File: src/sv/lazy_range_add_range_sum_tree_macros.svh
// ----------------------------------------------------------------------------
// Range add / range sum block assertion macros
// Shared concurrent assertion forms, clocked on clk and disabled in reset.
// ----------------------------------------------------------------------------
`ifndef LAZY_RANGE_ADD_RANGE_SUM_TREE_MACROS_SVH
`define LAZY_RANGE_ADD_RANGE_SUM_TREE_MACROS_SVH

// The consequent holds in the same cycle as the antecedent.
`define LRST_ASSERT_SAME(label, ante, cons, msg) \
  label: assert property (@(posedge clk) disable iff (rst) (ante) |-> (cons)) \
    else $error(msg);

// The consequent holds in the cycle after the antecedent.
`define LRST_ASSERT_NEXT(label, ante, cons, msg) \
  label: assert property (@(posedge clk) disable iff (rst) (ante) |=> (cons)) \
    else $error(msg);

`endif

File: src/sv/lrst_pkg.sv
// ----------------------------------------------------------------------------
// Range add / range sum package
// Shared constants, datapath operation codes and control structures.
// ----------------------------------------------------------------------------
package lrst_pkg;

  localparam int POSITIONS_DEF = 1024;
  localparam int POS_IN_W      = 11;
  localparam int DELTA_W       = 32;
  localparam int TOTAL_W       = 64;

  localparam logic [3:0] OP_NONE = 4'd0;
  localparam logic [3:0] OP_LOAD = 4'd1;
  localparam logic [3:0] OP_CLR  = 4'd2;
  localparam logic [3:0] OP_ASET = 4'd3;
  localparam logic [3:0] OP_ARD  = 4'd4;
  localparam logic [3:0] OP_AWR  = 4'd5;
  localparam logic [3:0] OP_QSET = 4'd6;
  localparam logic [3:0] OP_QRD  = 4'd7;
  localparam logic [3:0] OP_QACC = 4'd8;
  localparam logic [3:0] OP_MUL  = 4'd9;
  localparam logic [3:0] OP_ACC  = 4'd10;
  localparam logic [3:0] OP_ZERO = 4'd11;

  typedef struct packed {
    logic [3:0] op;
    logic       phase;
  } dp_cmd_t;

  typedef struct packed {
    logic clr_last;
    logic add_live;
    logic qry_live;
    logic kind;
    logic nonempty;
    logic hi_inside;
  } dp_stat_t;

endpackage

File: src/sv/lrst_ctrl.sv
// ----------------------------------------------------------------------------
// Range add / range sum controller
// Sequences the clearing pass, the Fenwick update walks and the prefix walks.
// ----------------------------------------------------------------------------
`include "lazy_range_add_range_sum_tree_macros.svh"

module lrst_ctrl (
  input  logic               clk,
  input  logic               rst,
  input  logic               start,
  output logic               busy,
  output logic               done,
  output lrst_pkg::dp_cmd_t  cmd,
  input  lrst_pkg::dp_stat_t stat
);
  import lrst_pkg::*;

  localparam logic [3:0] S_CLR  = 4'd0;
  localparam logic [3:0] S_IDLE = 4'd1;
  localparam logic [3:0] S_DISP = 4'd2;
  localparam logic [3:0] S_ASET = 4'd3;
  localparam logic [3:0] S_ARD  = 4'd4;
  localparam logic [3:0] S_AWR  = 4'd5;
  localparam logic [3:0] S_QSET = 4'd6;
  localparam logic [3:0] S_QRD  = 4'd7;
  localparam logic [3:0] S_QACC = 4'd8;
  localparam logic [3:0] S_MUL  = 4'd9;
  localparam logic [3:0] S_ACC  = 4'd10;
  localparam logic [3:0] S_OUT  = 4'd11;

  logic [3:0] state;
  logic [3:0] state_next;
  logic       phase;
  logic       phase_next;

  always_ff @(posedge clk) begin
    if (rst) begin
      state <= S_CLR;
      phase <= 1'b0;
    end else begin
      state <= state_next;
      phase <= phase_next;
    end
  end

  always_comb begin
    state_next = state;
    phase_next = phase;
    cmd.op     = OP_NONE;
    cmd.phase  = phase;
    unique case (state)
      S_CLR: begin
        cmd.op = OP_CLR;
        if (stat.clr_last) begin
          state_next = S_IDLE;
        end
      end
      S_IDLE: begin
        if (start) begin
          cmd.op     = OP_LOAD;
          phase_next = 1'b0;
          state_next = S_DISP;
        end
      end
      S_DISP: begin
        if (stat.kind) begin
          if (stat.nonempty) begin
            state_next = S_QSET;
          end else begin
            cmd.op     = OP_ZERO;
            state_next = S_OUT;
          end
        end else begin
          state_next = stat.nonempty ? S_ASET : S_IDLE;
        end
      end
      S_ASET: begin
        cmd.op     = OP_ASET;
        state_next = S_ARD;
      end
      S_ARD: begin
        if (stat.add_live) begin
          cmd.op     = OP_ARD;
          state_next = S_AWR;
        end else if (!phase && stat.hi_inside) begin
          phase_next = 1'b1;
          state_next = S_ASET;
        end else begin
          state_next = S_IDLE;
        end
      end
      S_AWR: begin
        cmd.op     = OP_AWR;
        state_next = S_ARD;
      end
      S_QSET: begin
        cmd.op     = OP_QSET;
        state_next = S_QRD;
      end
      S_QRD: begin
        if (stat.qry_live) begin
          cmd.op     = OP_QRD;
          state_next = S_QACC;
        end else begin
          state_next = S_MUL;
        end
      end
      S_QACC: begin
        cmd.op     = OP_QACC;
        state_next = S_QRD;
      end
      S_MUL: begin
        cmd.op     = OP_MUL;
        state_next = S_ACC;
      end
      S_ACC: begin
        cmd.op = OP_ACC;
        if (!phase) begin
          phase_next = 1'b1;
          state_next = S_QSET;
        end else begin
          state_next = S_OUT;
        end
      end
      S_OUT: begin
        state_next = S_IDLE;
      end
      default: begin
        state_next = S_IDLE;
      end
    endcase
  end

  assign busy = (state != S_IDLE);
  assign done = (state == S_OUT);

  `LRST_ASSERT_SAME(a_done_busy, done, busy, "result strobe while idle")
  `LRST_ASSERT_NEXT(a_start_busy, start && !busy, busy, "transaction not taken")
  `LRST_ASSERT_NEXT(a_done_pulse, done, !done, "result strobe longer than one cycle")
  `LRST_ASSERT_SAME(a_clr_quiet, state == S_CLR, !done, "result during clearing pass")

endmodule

File: config.mk
export PLATFORM = sky130hd
export DESIGN_NAME = lrst_ctrl
export DESIGN_NICKNAME = d
export VERILOG_FILES = /design/src/sv/lrst_pkg.sv /design/src/sv/lrst_ctrl.sv
export VERILOG_INCLUDE_DIRS = /design/src /design/src/sv
export SDC_FILE = /design/constraint.sdc
export NUM_CORES = 1
export LEC_CHECK = 0
export ABC_CLOCK_PERIOD_IN_PS = 3500
export BUFFER_PORTS_ARGS = -buffer_cell sky130_fd_sc_hd__buf_2
export CAP_MARGIN = 40
export CELL_PAD_IN_SITES_DETAIL_PLACEMENT = 1
export CELL_PAD_IN_SITES_GLOBAL_PLACEMENT = 2
export CORE_MARGIN = 10
export CORE_UTILIZATION = 27
export CTS_CLUSTER_DIAMETER = 100
export CTS_CLUSTER_SIZE = 20
export DETAILED_ROUTE_END_ITERATION = 8
export GPL_TIMING_DRIVEN = 0
export PLACE_DENSITY = 0.82
export SYNTH_ARGS = -nofsm -noshare
export SYNTH_HDL_FRONTEND = slang
export SYNTH_SLANG_ARGS = --single-unit
export TNS_END_PERCENT = 20
File: constraint.sdc
create_clock -name clk -period 3.5 [get_ports clk]
set_clock_uncertainty 0.15 [all_clocks]
set_input_delay 0 -clock clk [delete_from_list [all_inputs] [get_ports clk]]
set_output_delay 0 -clock clk [all_outputs]
set_load 0.01 [all_outputs]
==> results.py <==
metrics = {
    "status": {
        "status": "completed",
    },
    "setup_path": {
        "crit_chain": "nor2b_1, o21ai_0, a21oi_1, and3_1, buf_2",
        "endpoint_kind": "output pin",
        "crit_slowest_cell": "dfxtp_1",
        "rr_worst_depth": 5,
        "arrival_ps": 1570,
        "worstSetupPathType": "register to output pin",
        "slowest_delay_ps": 450,
        "start_kind": "register",
        "r2r_slack_ps": 2040,
        "worstReg2RegStart": "state[1]",
        "reg2reg_to": "state[1]",
        "cp.required_ps": 3350,
        "cp_max_fo": 7,
    },
    "final_layout": {
        "drive_gt1_share_pct": 27.18,
        "area_growth_pct": 31.00,
        "antenna_cells": 0,
        "multi_input_area_um2": 382.9,
        "ff_latch_area_um2": 100.1,
        "post-route-util_pct": 36.59,
        "fill_cells": 271,
        "nNetsFinal": 113,
    },
    "grt": {
        "grt.total_usage_pct": 9.056,
        "grt_pass1_wl_um": 3153,
        "antenna_found_initial": 0,
        "grt_max_degree": 11,
        "first_global_vias": 663,
        "grt_overflow_total": 0,
    },
    "worst_hold_path": {
        "hp-start": "stat[1]",
        "holdPathEnd": "state[2]",
        "holdPathStages": 5,
        "hold_class": "input pin to register",
    },
    "place": {
        "gp_congestion": 0.8173,
        "portBuffers": 15,
        "dp_hpwl_um": 1423,
        "dpl_worst_slack_ps": 2049,
    },
    "timing": {
        "worst_slack_ps": 1778,
        "maxSlewViolCount": 0,
        "worst_pin_slew_ps": 358.3,
        "fmax_mhz": 580.7,
        "rsz0062_at_grt": "false",
        "fin_crit_ps": 1722,
        "hold_violations": 0,
        "fin_crit_sh_pct": 49.20,
        "slew_headroom_pct": 75.89,
        "tns_ps": 0,
        "setup_viol": 0,
        "worst_hold_slack_ps": 40.53,
    },
    "detailed_routing": {
        "dr_total_vias": 663,
        "via_per_inst": 5.100,
        "drtPass1Iterations": 4,
        "drt_iter0_markers": 11,
        "drc": 0,
        "ant_nets": 0,
        "routedWlPerCell_um": 14.07,
        "drt-total-wl_um": 1829,
    },
    "yosys": {
        "synth_top_area_share_pct": 18.65,
        "synth_top_area_cell": "dfxtp_1",
        "ys_seq_elements": 5,
        "syn_inst": 81,
        "synthTopCellsByArea": "dfxtp_1, a21oi_1, o21ai_0",
        "syn_area_per_cell_um2": 6.627,
        "netlist_area_um2": 536.8,
        "synth_cell_types": 30,
        "syn_nets": 90,
        "ys_warn_count": 0,
        "ys_async_sr_fraction_pct": 0,
        "ys_seq_area_share_pct": 18.65,
        "synth_flop_cell": "dfxtp_1",
        "synth_edf_count": 0,
    },
    "power_and_ir_drop": {
        "power.density_nw_per_um2": 276.8,
        "power_leakage_nw": 0.3115,
        "peakVddDrop_uv": 188.4,
        "p_total_mw": 0.1946,
    },
    "clock_network": {
        "clock-sinks": 5,
        "insertion_delay_ps": 250,
        "root_buffer": "clkbuf_4",
        "cts_tree": "done",
        "cts_buffers": 3,
        "htree_levels": 1,
        "clk_pin_slew_worst_paths_ps": 50,
        "cts.path.max_buffers": 2,
    },
    "floorplanning": {
        "die_y_um": 64.59,
        "io_pins": 16,
        "fp.dieArea_um2": 4171,
        "core-area_um2": 1922,
        "die_w_um": 64.59,
        "initial_core_util_pct": 27.93,
        "rows": 16,
    },
    "run": {
        "drv_cap": 0,
    },
}
==> critical path, delay by kind of cell (launching register included) <==
| family | cells | cell delay, ps |
|---|---|---|
| compound gates | 2 | 290 |
| buf+inv | 1 | 120 |
| flops | 1 | 450 |
| simple gates | 2 | 450 |
==> layout by cell type, fill, tap and decap left out <==
master / instances
buf_2: 19
nand2_1: 9
nor2_1: 8
a21oi_1: 8
o21ai_0: 7
inv_1: 5
dfxtp_1: 5
nor2b_1: 4
nand2b_1: 3
nor4_1: 3
nand3_1: 3
clkbuf_4: 3
dlygate4sd3_1: 3
nor3_2: 2
buf_4: 2
o21ai_1: 2
a22oi_1: 1
o32ai_1: 1
and3_1: 1
and3b_1: 1
nand4b_1: 1
nor3_1: 1
a31oi_1: 1
o31a_1: 1
nand3b_1: 1
a32oi_1: 1
o211ai_1: 1
a22o_1: 1
mux2i_1: 1
o2bb2ai_1: 1
nor4b_2: 1
a32o_1: 1
clkinv_2: 1
==> final cells by class <==
| cell class | instances | share of cell area (%) |
|---|---|---|
| clock buffer | 3 | 3.203 |
| clock inverter | 1 | 0.7117 |
| sequential | 5 | 14.23 |
| inverter | 5 | 2.669 |
| multi-input combinational | 65 | 54.45 |
| tap | 27 | 4.804 |
| buffer | 6 | 4.982 |
| timing repair buffer | 18 | 14.95 |
==> where the power goes <==
group / internal (mW) / leakage [nW] / switching (mW)
Sequential: 0.0602 / 0.0408 / 0.00541
Clock: 0.0416 / 0.0177 / 0.0285
Combinational: 0.0266 / 0.253 / 0.0323
==> registers in the layout, indices dropped and copies added, names as in the netlist <==
name and cells:
phase 1, state 4
==> per-layer routing <==
layer / up-vias / part of all wire (%) / global-route usage, %
li1: 336 / - / -
met1: 309 / 48 / 11.61
met2: 16 / 48 / 13.92
met3: 2 / 3.3 / 3.265
met4: 0 / 0.87 / 2.406
met5: - / 0 / 0
==> per-stage QoR <==
step           instances  area, um^2
6_report             130       703.2
5_1_grt              130       703.2
4_1_cts              130       703.2
3_5_place_dp         123       645.6
3_3_place_gp         123       645.6
2_1_floorplan         81       536.8
==> kinds of logic (layout without fill, tap and decap cells) <==
| kind of cell | Yosys count | after routing | share of synthesized area, % |
|---|---|---|---|
| DFF | 5 | 5 | 18.65 |
| muxes | 1 | 1 | 1.865 |
| and+or+nand+nor | 38 | 38 | 39.63 |
| AOI/OAI and AO/OA | 26 | 26 | 29.84 |
| buffers and inverters | 11 | 33 | 10.02 |
==> worst max path at each step <==
stage          startpoint       end  slack [ps]
2_1_floorplan    state[1]  state[1]        2220
3_3_place_gp     state[0]    cmd[1]        2020
3_5_place_dp     state[0]    cmd[1]        2050
4_1_cts          state[0]    cmd[1]        1770
5_1_grt          state[0]    cmd[1]        1650
6_report         state[0]    cmd[1]        1780
==> synth_stat cells, types with 2 or more instances <==
master and n:
nand2b_1 3, nor4_1 3, buf_2 4, dfxtp_1 5, nand2_1 9, inv_1 5, o21ai_0 7, nor3_2 2
o21ai_1 2, buf_4 2, a21oi_1 8, nand3_1 3, nor2b_1 4, nor2_1 8
==> what timing repair did <==
item | in CTS | in global routing
gates resized for setup | 0 | 0
hold endpoints to repair | 4 | 0
buffers inserted | 0 | 0
hold buffers | 3 | 0
(Power assumes the default switching activity.)
